===== src/rtl/b64d_pkg.sv =====
// Shared types, character codes and the character class table for the
// Base64 stream decoder. No dependencies.
package b64d_pkg;

   // Default character limit for one message (after leading blanks)
   localparam int unsigned MAX_CHARS_DEF = 4096;

   // Result queue depth; an item can push two results
   localparam int unsigned RSP_DEPTH = 4;
   localparam int unsigned RSP_IDX_W = $clog2(RSP_DEPTH);
   localparam int unsigned RSP_CNT_W = $clog2(RSP_DEPTH + 1);

   // Character codes
   localparam logic [7:0] CHR_TAB   = 8'h09;
   localparam logic [7:0] CHR_LF    = 8'h0A;
   localparam logic [7:0] CHR_CR    = 8'h0D;
   localparam logic [7:0] CHR_SPACE = 8'h20;
   localparam logic [7:0] CHR_PLUS  = 8'h2B;
   localparam logic [7:0] CHR_DASH  = 8'h2D;
   localparam logic [7:0] CHR_SLASH = 8'h2F;
   localparam logic [7:0] CHR_PAD   = 8'h3D;  // '='
   localparam logic [7:0] NON_ASCII = 8'h80;

   // Class codes; sextets are 0..63, anything with bit 7 set is a class
   localparam logic [7:0] CLS_BLANK      = 8'hE0;
   localparam logic [7:0] CLS_LF         = 8'hF0;
   localparam logic [7:0] CLS_CR         = 8'hF1;
   localparam logic [7:0] CLS_DASH       = 8'hF2;
   localparam logic [7:0] CLS_INVALID    = 8'hFF;
   localparam logic [7:0] CLS_TRAIL_MASK = 8'h13;
   localparam logic [7:0] CLS_TRAIL      = 8'hF3;

   typedef struct packed {
      logic [7:0] char_code;
      logic       last_char;
   } req_type;

   typedef struct packed {
      logic [7:0]  out_byte;
      logic        is_final;
      logic        error_flag;
      logic [11:0] byte_count;
   } rsp_type;

   // Results written into the queue for one item, in this order
   typedef struct packed {
      logic data_en;
      logic final_en;
   } push_type;

   function automatic logic [7:0] b64d_char_class(input logic [7:0] c);
      logic [7:0] cls;
      cls = CLS_INVALID;
      if (c >= 8'h41 && c <= 8'h5A)      cls = c - 8'h41;
      else if (c >= 8'h61 && c <= 8'h7A) cls = c - 8'h61 + 8'd26;
      else if (c >= 8'h30 && c <= 8'h39) cls = c - 8'h30 + 8'd52;
      else if (c == CHR_PLUS)            cls = 8'd62;
      else if (c == CHR_SLASH)           cls = 8'd63;
      else if (c == CHR_TAB || c == CHR_SPACE) cls = CLS_BLANK;
      else if (c == CHR_LF)              cls = CLS_LF;
      else if (c == CHR_CR)              cls = CLS_CR;
      else if (c == CHR_DASH)            cls = CLS_DASH;
      return cls;
   endfunction

endpackage


===== src/rtl/b64d_decode.sv =====
// Per-message decode state and the single-pass decode of one character.
// Depends on b64d_pkg.
module b64d_decode #(
   parameter int unsigned MaxChars = b64d_pkg::MAX_CHARS_DEF
) (
   input  logic              clock,
   input  logic              reset,
   input  logic              fire,
   input  b64d_pkg::req_type item,
   output b64d_pkg::push_type push,
   output b64d_pkg::rsp_type data_item,
   output b64d_pkg::rsp_type final_item
);
   import b64d_pkg::*;

   localparam int unsigned LenW = $clog2(MaxChars + 1);
   localparam logic [LenW-1:0] MaxLen = LenW'(MaxChars);

   logic            lead_ff, lead_in;
   logic            pad_ff, pad_in;
   logic            err_ff, err_in;
   logic [1:0]      pos_ff, pos_in;
   logic [5:0]      hold_ff, hold_in;   // previous sextet
   logic [LenW-1:0] total_ff, total_in;
   logic [LenW-1:0] trail_ff, trail_in;
   logic [11:0]     dec_ff, dec_in;

   logic [7:0]      cls;
   logic            is_pad;
   logic            lead_blank;
   logic [LenW-1:0] kept;

   always_comb begin
      lead_in    = lead_ff;
      pad_in     = pad_ff;
      err_in     = err_ff;
      pos_in     = pos_ff;
      hold_in    = hold_ff;
      total_in   = total_ff;
      trail_in   = trail_ff;
      dec_in     = dec_ff;
      push       = '0;
      data_item  = '0;
      final_item = '0;
      kept       = '0;
      cls        = b64d_char_class(item.char_code);
      is_pad     = item.char_code == CHR_PAD;
      lead_blank = item.char_code == CHR_TAB || item.char_code == CHR_SPACE;

      if (fire) begin
         if (!(lead_ff && lead_blank)) begin
            lead_in = 1'b0;
            if (total_ff >= MaxLen) begin
               err_in = 1'b1;
            end else begin
               total_in = total_ff + 1'b1;
               if ((item.char_code & NON_ASCII) != 8'h00) begin
                  err_in   = 1'b1;
                  trail_in = '0;
               end else if (!is_pad && (cls | CLS_TRAIL_MASK) == CLS_TRAIL) begin
                  trail_in = trail_ff + 1'b1;
               end else begin
                  if (!pad_ff && !err_ff) begin
                     if (trail_ff != '0) begin
                        err_in = 1'b1;
                     end else if (is_pad) begin
                        if (pos_ff < 2'd2) err_in = 1'b1;
                        else               pad_in = 1'b1;
                     end else if (cls[7]) begin
                        err_in = 1'b1;
                     end else begin
                        case (pos_ff)
                           2'd1:    data_item.out_byte = {hold_ff, cls[5:4]};
                           2'd2:    data_item.out_byte = {hold_ff[3:0], cls[5:2]};
                           2'd3:    data_item.out_byte = {hold_ff[1:0], cls[5:0]};
                           default: data_item.out_byte = '0;
                        endcase
                        if (pos_ff != 2'd0) begin
                           push.data_en = 1'b1;
                           dec_in       = dec_ff + 1'b1;
                        end
                        hold_in = cls[5:0];
                        pos_in  = pos_ff + 1'b1;
                     end
                  end
                  trail_in = '0;
               end
            end
         end

         if (item.last_char) begin
            kept                  = total_in - trail_in;
            push.final_en         = 1'b1;
            final_item.is_final   = 1'b1;
            final_item.error_flag = err_in || kept[1:0] != 2'd0 ||
                                    (kept == '0 && total_in != '0);
            final_item.byte_count = dec_in;
            lead_in  = 1'b1;
            pad_in   = 1'b0;
            err_in   = 1'b0;
            pos_in   = '0;
            hold_in  = '0;
            total_in = '0;
            trail_in = '0;
            dec_in   = '0;
         end
      end
   end

   always_ff @(posedge clock) begin
      if (reset) begin
         lead_ff  <= 1'b1;
         pad_ff   <= 1'b0;
         err_ff   <= 1'b0;
         pos_ff   <= '0;
         hold_ff  <= '0;
         total_ff <= '0;
         trail_ff <= '0;
         dec_ff   <= '0;
      end else begin
         lead_ff  <= lead_in;
         pad_ff   <= pad_in;
         err_ff   <= err_in;
         pos_ff   <= pos_in;
         hold_ff  <= hold_in;
         total_ff <= total_in;
         trail_ff <= trail_in;
         dec_ff   <= dec_in;
      end
   end

   // message end returns the decoder to its idle state
   a_clear_on_last: assert property (@(posedge clock) disable iff (reset)
      fire && item.last_char |=> lead_ff && total_ff == '0 && dec_ff == '0 && !err_ff)
      else $error("decode state not cleared after last character");

   // no data after a pad or an error
   a_no_data_after_stop: assert property (@(posedge clock) disable iff (reset)
      push.data_en |-> !pad_ff && !err_ff)
      else $error("data byte produced after pad or error");

   // trailing run never outgrows the counted length
   a_trail_le_total: assert property (@(posedge clock) disable iff (reset)
      trail_ff <= total_ff)
      else $error("trailing run exceeds total length");

endmodule


===== src/rtl/b64d_out_queue.sv =====
// Small result queue: takes up to two results per cycle, hands out one
// unless rsp_stall is set. Depends on b64d_pkg.
module b64d_out_queue (
   input  logic               clock,
   input  logic               reset,
   input  b64d_pkg::push_type push,
   input  b64d_pkg::rsp_type  data_item,
   input  b64d_pkg::rsp_type  final_item,
   output logic               room2,
   output logic               rsp_valid,
   input  logic               rsp_stall,
   output b64d_pkg::rsp_type  rsp_item
);
   import b64d_pkg::*;

   rsp_type              entry_ff [RSP_DEPTH];
   logic [RSP_IDX_W-1:0] wr_ptr_ff, wr_ptr_in;
   logic [RSP_IDX_W-1:0] rd_ptr_ff, rd_ptr_in;
   logic [RSP_CNT_W-1:0] count_ff, count_in;
   logic [RSP_IDX_W-1:0] final_idx;
   logic                 pop;

   assign rsp_valid = count_ff != '0;
   assign rsp_item  = entry_ff[rd_ptr_ff];
   assign room2     = count_ff <= RSP_CNT_W'(RSP_DEPTH - 2);
   assign pop       = rsp_valid && !rsp_stall;
   assign final_idx = push.data_en ? wr_ptr_ff + 1'b1 : wr_ptr_ff;

   always_comb begin
      wr_ptr_in = wr_ptr_ff + RSP_IDX_W'(push.data_en) + RSP_IDX_W'(push.final_en);
      rd_ptr_in = rd_ptr_ff + RSP_IDX_W'(pop);
      count_in  = count_ff + RSP_CNT_W'(push.data_en) + RSP_CNT_W'(push.final_en)
                  - RSP_CNT_W'(pop);
   end

   always_ff @(posedge clock) begin
      if (push.data_en)  entry_ff[wr_ptr_ff] <= data_item;
      if (push.final_en) entry_ff[final_idx] <= final_item;
   end

   always_ff @(posedge clock) begin
      if (reset) begin
         wr_ptr_ff <= '0;
         rd_ptr_ff <= '0;
         count_ff  <= '0;
      end else begin
         wr_ptr_ff <= wr_ptr_in;
         rd_ptr_ff <= rd_ptr_in;
         count_ff  <= count_in;
      end
   end

   a_no_overflow: assert property (@(posedge clock) disable iff (reset)
      count_ff <= RSP_CNT_W'(RSP_DEPTH))
      else $error("result queue overflow");

   a_push_needs_room: assert property (@(posedge clock) disable iff (reset)
      (push.data_en || push.final_en) |-> room2)
      else $error("push into result queue without room");

endmodule


===== src/rtl/base64_stream_decoder.sv =====
// Top level of the Base64 stream decoder: input register, decode stage and
// result queue. Depends on b64d_pkg, b64d_decode, b64d_out_queue.
//
// Streaming Base64 decoder. One character is taken per item on the req_
// channel, last_char marking the end of a message. Leading tabs and spaces
// are skipped; a trailing run of tab, space, CR, LF or '-' is dropped as
// long as four characters remain. Every four characters of the standard
// alphabet give three bytes, each sent as a data item (is_final = 0) on
// the rsp_ channel as soon as it is known; '=' in the third or fourth
// place ends decoding. After the last character a status item follows
// (is_final = 1) with error_flag and byte_count; on error the consumer
// drops the data bytes of that message. Any byte at or above 0x80, an
// invalid character, a misplaced pad, a blank inside the text, a bad
// trimmed length or over MAX_CHARS counted characters sets the error flag.
// Rate: one character per cycle sustained while the result queue has room.
// Each item is held in the input register and decoded there in a single
// pass; its zero, one or two results go into a four-entry result queue,
// which drains one item per cycle unless the consumer stalls. The input
// stalls only when the queue cannot take two more results, which takes a
// consumer that holds off: with the consumer always ready the queue never
// holds more than two results, message ends included.
module base64_stream_decoder #(
   parameter int unsigned MAX_CHARS = b64d_pkg::MAX_CHARS_DEF
) (
   input  logic              clock,
   input  logic              reset,
   input  logic              req_valid,
   output logic              req_stall,
   input  b64d_pkg::req_type req_item,
   output logic              rsp_valid,
   input  logic              rsp_stall,
   output b64d_pkg::rsp_type rsp_item
);
   import b64d_pkg::*;

   // input register
   logic     in_valid_ff, in_valid_in;
   req_type  in_item_ff;
   logic     accept;

   // decode stage handshake
   logic     room2;
   logic     fire;
   push_type push;
   rsp_type  data_item;
   rsp_type  final_item;

   // the held item decodes as soon as the queue can take both its results
   assign fire      = in_valid_ff && room2;
   assign req_stall = in_valid_ff && !room2;
   assign accept    = req_valid && !req_stall;

   always_comb begin
      in_valid_in = in_valid_ff;
      if (fire)   in_valid_in = 1'b0;
      if (accept) in_valid_in = 1'b1;
   end

   always_ff @(posedge clock) begin
      if (reset) begin
         in_valid_ff <= 1'b0;
      end else begin
         in_valid_ff <= in_valid_in;
      end
   end

   // payload: no reset
   always_ff @(posedge clock) begin
      if (accept) in_item_ff <= req_item;
   end

   b64d_decode #(
      .MaxChars (MAX_CHARS)
   ) u_decode (
      .clock      (clock),
      .reset      (reset),
      .fire       (fire),
      .item       (in_item_ff),
      .push       (push),
      .data_item  (data_item),
      .final_item (final_item)
   );

   b64d_out_queue u_out_queue (
      .clock      (clock),
      .reset      (reset),
      .push       (push),
      .data_item  (data_item),
      .final_item (final_item),
      .room2      (room2),
      .rsp_valid  (rsp_valid),
      .rsp_stall  (rsp_stall),
      .rsp_item   (rsp_item)
   );

   // a held item that cannot decode stays put
   a_hold_item: assert property (@(posedge clock) disable iff (reset)
      in_valid_ff && !fire |=> in_valid_ff && $stable(in_item_ff))
      else $error("held character lost or changed");

   // status item pushed exactly when the last character decodes
   a_final_push: assert property (@(posedge clock) disable iff (reset)
      push.final_en == (fire && in_item_ff.last_char))
      else $error("status item push mismatch");

endmodule


===== config.mk =====
export PLATFORM = sky130hd
export DESIGN_NAME = base64_stream_decoder
export DESIGN_NICKNAME = d
export VERILOG_FILES = /design/src/rtl/b64d_pkg.sv /design/src/rtl/b64d_decode.sv /design/src/rtl/b64d_out_queue.sv /design/src/rtl/base64_stream_decoder.sv
export SDC_FILE = /design/constraint.sdc
export NUM_CORES = 1
export LEC_CHECK = 0
export BUFFER_PORTS_ARGS = -buffer_cell sky130_fd_sc_hd__buf_4
export CORE_ASPECT_RATIO = 2
export CORE_MARGIN = 5
export CORE_UTILIZATION = 50
export DETAILED_ROUTE_END_ITERATION = 7
export GPL_TIMING_DRIVEN = 0
export PLACE_DENSITY_LB_ADDON = 0.08
export SKIP_CTS_REPAIR_TIMING = 1
export SYNTH_ARGS = -nofsm -noshare
export SYNTH_HDL_FRONTEND = slang
export SYNTH_SLANG_ARGS = --single-unit

===== constraint.sdc =====
create_clock -name clock -period 13.2 [get_ports clock]
set_input_delay 1.32 -clock clock [delete_from_list [all_inputs] [get_ports clock]]
set_output_delay 1.32 -clock clock [all_outputs]
set_load 0.03 [all_outputs]

==> metrics.csv, run 1 <==
stage,metric,value,unit
worst_setup_path,cell breakdown of the critical path,inv_1 -> ha_1 -> nand3b_1 -> a21bo_2 -> nand2b_1 -> clkbuf_1 -> buf_1 -> a22oi_1 -> ha_1 -> nor2b_1 -> o31a_1 -> o21ai_0 -> mux2_2 -> nor4_1 -> a31oi_1 -> a21oi_1 -> and2_1,
timing,# setup viols final,0,
routing,Avg WL per Cell,19.7,um
synth,Syn. warnings,0,
synth,Mapped Cells,945,
die,die height,199,um
global_route,vias in the first global route,7415,
die,Starting Density,0.506,
routing,total wire length,24.1,mm
cts,clock tree buffer depth,2,
final_layout,share of layout cells above drive strength 1,0.137,
die,Die W,105,um
final_layout,n_diodes,0,
die,full die area,20800,um^2
timing,RSZ-0062 raised after global routing,no,
routing,First-pass DRT Iterations,5,
routing,DR iter-0 viols,415,
final_layout,Layout Nets,1053,
cts,Num CTS Buffers,17,
die,I/O Pins,37,
synth,synthesized area per cell,9.47,um^2
timing,fmax,180,MHz
synth,most frequent cell after synthesis,nor2_1,
global_route,initial antenna violation count,0,
timing,Hold Fails Final Rpt,0,
placed_design,port bufs,35,
worst_setup_path,Critical Path End Type,flip-flop,
final_layout,Layout area overhead,12.7,%
status,status,completed,
synth,most instantiated cells after synthesis,"134 x nor2_1, 93 x nand2_1, 89 x dfxtp_1",
routing,DRC violation count after routing,0,
placed_design,dpl cells,1193,
cts,number of clock sinks,154,
routing,Via density,5.97,
global_route,first-pass GRT wire length,38.4,mm
synth,largest cells by area after synthesis,"edfxtp_1 22%, dfxtp_1 20%, nor2_1 5.6%, mux4_2 5.5%, ha_1 5.3%",
worst_setup_path,Critical Path RT,13.50,ns
placed_design,routability cong.,0.919,
power_and_ir_drop,Leak Pwr,0.00353,uW
run,Max Cap Viol,0,
worst_setup_path,Worst Setup Start Kind,flip-flop,
worst_setup_path,"Slowest-stage cell, CP",edfxtp_1,
synth,Yosys reg bits,154,
routing,routed vias,7318,
min_path,Min-Delay Path Class,reg -> reg,
synth,"Net Count, Synth",999,
global_route,Global Route Usage Sum,0.233,
cts,clock root buffer,clkbuf_16,
timing,Slew @ Worst Pin,0.870,ns
worst_setup_path,Worst EP arrival,5.86,ns
timing,setup TNS,0,ns
cts,"Clk Latency, worst-skew pair",0.43,ns
timing,final worst-path cycle share,0.421,
power_and_ir_drop,Max VDD drop,0.0908,mV
cts,CTS H-tree depth,4,
worst_setup_path,most numerous cell on the critical path,ha_1,
synth,Post-synth EDFFs,65,
cts,Clock transition at path regs,0.07,ns
global_route,largest net degree at the start of global routing,17,
power_and_ir_drop,PnR Total Power,1320,uW
worst_setup_path,crit path kind,reg -> reg,
timing,clock skew,0.0127,ns
timing,Relative slew margins,0.420,
worst_setup_path,Worst path max stage delay,0.54,ns
timing,"Slew Viols, Final",0,
die,core area,17700,um^2
synth,Synth area leader,edfxtp_1,
timing,Tmin final,5.56,ns
global_route,GR Overflow Total,0,
synth,Yosys cell types,85,
worst_setup_path,crit path max fanout,10,
synth,ys flop type,dfxtp_1,
synth,"Seq/Total Area, Yosys",0.417,
final_layout,final std cells w/o fill,1225,
synth,ys async rst share,0,
die,row cnt,69,
synth,area share of the leading cell type in the synthesized netlist,0.218,
final_layout,Layout fillers,1632,
cts,CTS tree,built,
placed_design,DP HPWL,18.0,mm
routing,Routed Antenna Nets,0,
power_and_ir_drop,Pwr per Cell Area,131,nW/um^2
synth,post-synthesis cell area,8950,um^2
cell families after synthesis:
| group | share of synthesized area |
|---|---|
| XOR/XNOR | 0.0323 |
| adder cells (fa/ha/maj) | 0.0599 |
| multiplexers | 0.0633 |
| flip-flops | 0.417 |
| AND/OR/NAND/NOR | 0.204 |
| buffers and inverters | 0.0445 |
| AO/OA/AOI/OAI | 0.178 |
cell type report:
| type | count | area (um^2) | share of cell area |
|---|---|---|---|
| buffer | 53 | 273 | 0.0270 |
| clock buffer | 20 | 447 | 0.0443 |
| clock inverter | 12 | 163 | 0.0161 |
| inverter | 32 | 125 | 0.0124 |
| multi-input combinational | 706 | 4820 | 0.477 |
| sequential | 154 | 3730 | 0.370 |
| tap | 213 | 267 | 0.0264 |
| timing repair buffer | 35 | 263 | 0.0261 |
through the flow:
step                utilization  hold slack (ns)  setup slack (ns)  area, um^2
global placement          0.535            0.435              7.75        9480
global route              0.570            0.470              7.36       10100
detailed placement        0.535            0.441              7.73        9480
floorplan                     -            0.427              9.02        8950
CTS                       0.570            0.450              7.68       10100
finish                    0.570            0.450              7.64       10100
layer usage:
| layer | GRT usage | part of all wire | up-vias |
|---|---|---|---|
| met2 | 0.473 | 0.57 | 181 |
| li1 | - | - | 3578 |
| met5 | 0 | 0 | - |
| met1 | 0.227 | 0.36 | 3509 |
| met3 | 0.0285 | 0.032 | 50 |
| met4 | 0.111 | 0.037 | 0 |
worst paths after layout:
kind | startpoint | end | slack [ns] | cells after the start
setup / recovery | in_item_ff[2] | u_out_queue.entry_ff[3][12] | 7.64 | 17
hold / removal | u_out_queue.entry_ff[1][20] | u_out_queue.entry_ff[1][20] | 0.45 | 2
setup reg to reg | in_item_ff[2] | u_out_queue.entry_ff[3][12] | 7.64 | 17
hold reg to reg | u_out_queue.entry_ff[1][20] | u_out_queue.entry_ff[1][20] | 0.45 | 2
critical path, delay by kind of cell, from the launching register on:
| kind | cells | cell delay, ns |
|---|---|---|
| adders and majority gates | 2 | 0.64 |
| and+or+nand+nor | 5 | 1.00 |
| AOI/OAI and AO/OA | 6 | 1.67 |
| buffers and inverters | 3 | 1.20 |
| muxes | 1 | 0.38 |
| DFF | 1 | 0.54 |
report_power, final:
| part | leakage [uW] | internal (uW) | total (uW) | switching [uW] |
|---|---|---|---|---|
| clock network | 0.000292 | 305 | 510 | 205 |
| logic | 0.00197 | 105 | 277 | 172 |
| registers | 0.00127 | 513 | 530 | 16.8 |
registers in the layout, summed over array words and instances (netlist names), 2 cells and up:
register               count
u_out_queue.count_ff       3
u_decode.hold_ff           6
u_decode.pos_ff            2
in_item_ff                 9
u_out_queue.rd_ptr_ff      2
u_decode.total_ff         13
u_out_queue.wr_ptr_ff      2
u_decode.dec_ff           12
u_decode.trail_ff         13
u_out_queue.entry_ff      88
placed cells by master, fill, tap and decap left out, types with 5 or more instances in the layout:
| master | instances |
|---|---|
| a211oi_1 | 17 |
| a21o_1 | 7 |
| a21oi_1 | 60 |
| a22oi_1 | 25 |
| a2bb2oi_1 | 8 |
| a31oi_1 | 12 |
| and2_1 | 11 |
| and3_1 | 5 |
| buf_1 | 6 |
| buf_2 | 10 |
| buf_4 | 39 |
| buf_6 | 6 |
| clkbuf_1 | 28 |
| clkbuf_16 | 17 |
| dfxtp_1 | 89 |
| edfxtp_1 | 65 |
| ha_1 | 38 |
| inv_1 | 27 |
| mux2i_1 | 6 |
| mux4_2 | 22 |
| nand2_1 | 93 |
| nand2b_1 | 8 |
| nand3_1 | 21 |
| nand4_1 | 11 |
| nor2_1 | 134 |
| nor2b_1 | 13 |
| nor3_1 | 23 |
| nor4_1 | 13 |
| o21a_1 | 5 |
| o21ai_0 | 42 |
| or3_1 | 13 |
| xnor2_1 | 16 |
| xor2_1 | 17 |
Note: power is estimated with default switching activity, not from simulation.
==> run 2: changes to the inputs <==
- clock period: 13.2 -> 4.6 ns (I/O delays scaled with it)
==> run 2 against run 1 <==
Compared with the run above:
- clock power rose to 2.9 times the previous value
- utilization rose by 0.90 points
- non-clock buffer count rose by 12
- clock skew fell by 0.0023 ns
==> metrics.csv, run 2 (synthesis results as in run 1) <==
stage,metric,value,unit
status,status,completed,
timing,# setup viols final,0,
global_route,largest net degree at the start of global routing,17,
die,I/O Pins,37,
final_layout,"commonest non-fill, non-tap cell in the layout",nor2_1,
routing,First-pass DRT Iterations,8,
global_route,Global Route Usage Sum,0.233,
power_and_ir_drop,NetSw,1130,uW
cts,CTS H-tree depth,4,
global_route,grt peak-use layer,met2,
final_layout,max FFs per register,88,
power_and_ir_drop,PnR Total Power,3790,uW
worst_setup_path,crit path max fanout,10,
worst_setup_path,Worst EP arrival,4.81,ns
power_and_ir_drop,sequential share of power,0.400,
power_and_ir_drop,Switching Fraction,0.298,
worst_setup_path,crit path kind,reg -> reg,
timing,fmax,221,MHz
routing,total wire length,24.3,mm
final_layout,share of layout cells above drive strength 1,0.162,
routing,Routed Antenna Nets,0,
timing,Slew @ Worst Pin,0.870,ns
final_layout,Layout Utilization,0.579,
power_and_ir_drop,clock power share,0.385,
timing,clock skew,0.0104,ns
placed_design,DP HPWL,18.0,mm
min_path,Hold Path Cell Cnt,1,
global_route,met3 usage,0.0285,
worst_setup_path,Critical Path RT,4.90,ns
cts,Num CTS Buffers,17,
cts,"Clk Latency, worst-skew pair",0.43,ns
global_route,M2 GR Usage,0.473,
global_route,GR Overflow Total,0,
timing,Tmin final,4.52,ns
final_layout,Reg with most FFs,u_out_queue.entry_ff,
timing,setup TNS,0,ns
timing,Hold WS,0.207,ns
global_route,vias in the first global route,7415,
cts,Clock transition at path regs,0.06,ns
cts,clock tree buffer depth,2,
routing,routed vias,7385,
power_and_ir_drop,Pwr per Cell Area,370,nW/um^2
cts,clock root buffer,clkbuf_16,
final_layout,n_diodes,0,
die,core area,17700,um^2
run,Max Cap Viol,0,
routing,DR iter-0 viols,409,
power_and_ir_drop,cell-internal power,2660,uW
timing,"Slew Viols, Final",0,
cts,number of clock sinks,154,
timing,Relative slew margins,0.420,
die,die height,199,um
timing,final worst-path cycle share,0.982,
routing,Via density,5.97,
final_layout,"commonest non-fill, non-tap cells in the layout","133 x nor2_1, 92 x nand2_1, 89 x dfxtp_1, 65 x edfxtp_1, 58 x a21oi_1",
die,row cnt,69,
die,Starting Density,0.506,
power_and_ir_drop,Max VDD drop,0.265,mV
placed_design,routability cong.,0.919,
global_route,first-pass GRT wire length,38.4,mm
final_layout,Layout Nets,1065,
die,full die area,20800,um^2
die,Die W,105,um
cts,CTS tree,built,
global_route,met1 Track Usage GR,0.227,
worst_setup_path,Worst Setup Start Kind,flip-flop,
worst_setup_path,R2R depth,17,
timing,Hold Fails Final Rpt,0,
power_and_ir_drop,Leak Pwr,0.00360,uW
final_layout,Largest regs,"u_out_queue.entry_ff x88, u_decode.total_ff x13, u_decode.trail_ff x13",
power_and_ir_drop,Comb pwr share,0.215,
routing,Avg WL per Cell,19.6,um
min_path,Min-Delay Path Class,in -> reg,
final_layout,Layout area overhead,14.5,%
global_route,initial antenna violation count,0,
worst_setup_path,Critical Path End Type,flip-flop,
routing,DRC violation count after routing,0,
placed_design,port bufs,35,
-- run 2: cell types whose count changed in the layout (fill, tap and decap cells not counted), moves of 2 or more --
cell | previous run | this run
ha_2 | 0 | 2
o21ai_0 | 42 | 39
ha_1 | 38 | 36
clkbuf_1 | 28 | 26
a21oi_1 | 60 | 58
buf_4 | 39 | 52
a21oi_2 | 1 | 3
o21ai_1 | 1 | 3
-- run 2: path summary, 6_finish.rpt --
kind	from	to	slack, ns
worst max-delay path	in_item_ff[2]	u_out_queue.entry_ff[2][12]	0.08
worst min-delay path	req_item[3]	in_item_ff[3]	0.21
worst min register to register	u_out_queue.entry_ff[1][20]	u_out_queue.entry_ff[1][20]	0.45
worst max register to register	in_item_ff[2]	u_out_queue.entry_ff[2][12]	0.08
-- run 2: power by group through the flow --
stage | sequential [uW] | combinational (uW) | clock, uW
6_report | 1520 | 814 | 1460
5_1_grt | 1520 | 883 | 1530
4_1_cts | 1520 | 801 | 1480
3_5_place_dp | 1550 | 792 | 0
3_3_place_gp | 1550 | 787 | 0
2_1_floorplan | 1530 | 557 | 0
-- run 2: critical path: stages (launching register included) --
cell	delay (ns)
edfxtp_1	0.47
buf_4	0.16
ha_1	0.31
o211a_1	0.27
nor2_1	0.10
a21oi_2	0.32
buf_6	0.22
o21ai_0	0.13
a21oi_1	0.38
ha_1	0.34
o21a_1	0.12
o31a_1	0.14
o21ai_2	0.19
mux2_2	0.36
nor4_2	0.26
a31oi_1	0.17
a21oi_2	0.27
and2_1	0.18
-- run 2: cell type report --
cell class	instances	area, um^2
Fill cell	1623	7450
Timing Repair Buffer	47	353
Clock inverter	12	163
Clock buffer	20	447
Multi-Input combinational cell	706	4870
Buffer	53	288
Tap cell	213	267
Inverter	32	125
Sequential cell	154	3730
-- run 2: layer usage --
layer,wire length (um),vias up
met5,0,-
li1,-,3606
met4,850,0
met3,725,47
met2,14000,180
met1,8660,3552
-- run 2: stage by stage --
stage / setup WS (ns) / std cells / cell area [um^2]
3_3_place_gp: -0.851 / 1193 / 9480
6_report: 0.0838 / 1237 / 10200
5_1_grt: -0.0487 / 1237 / 10200
2_1_floorplan: 0.424 / 945 / 8950
4_1_cts: -0.924 / 1225 / 10100
3_5_place_dp: -0.872 / 1193 / 9480
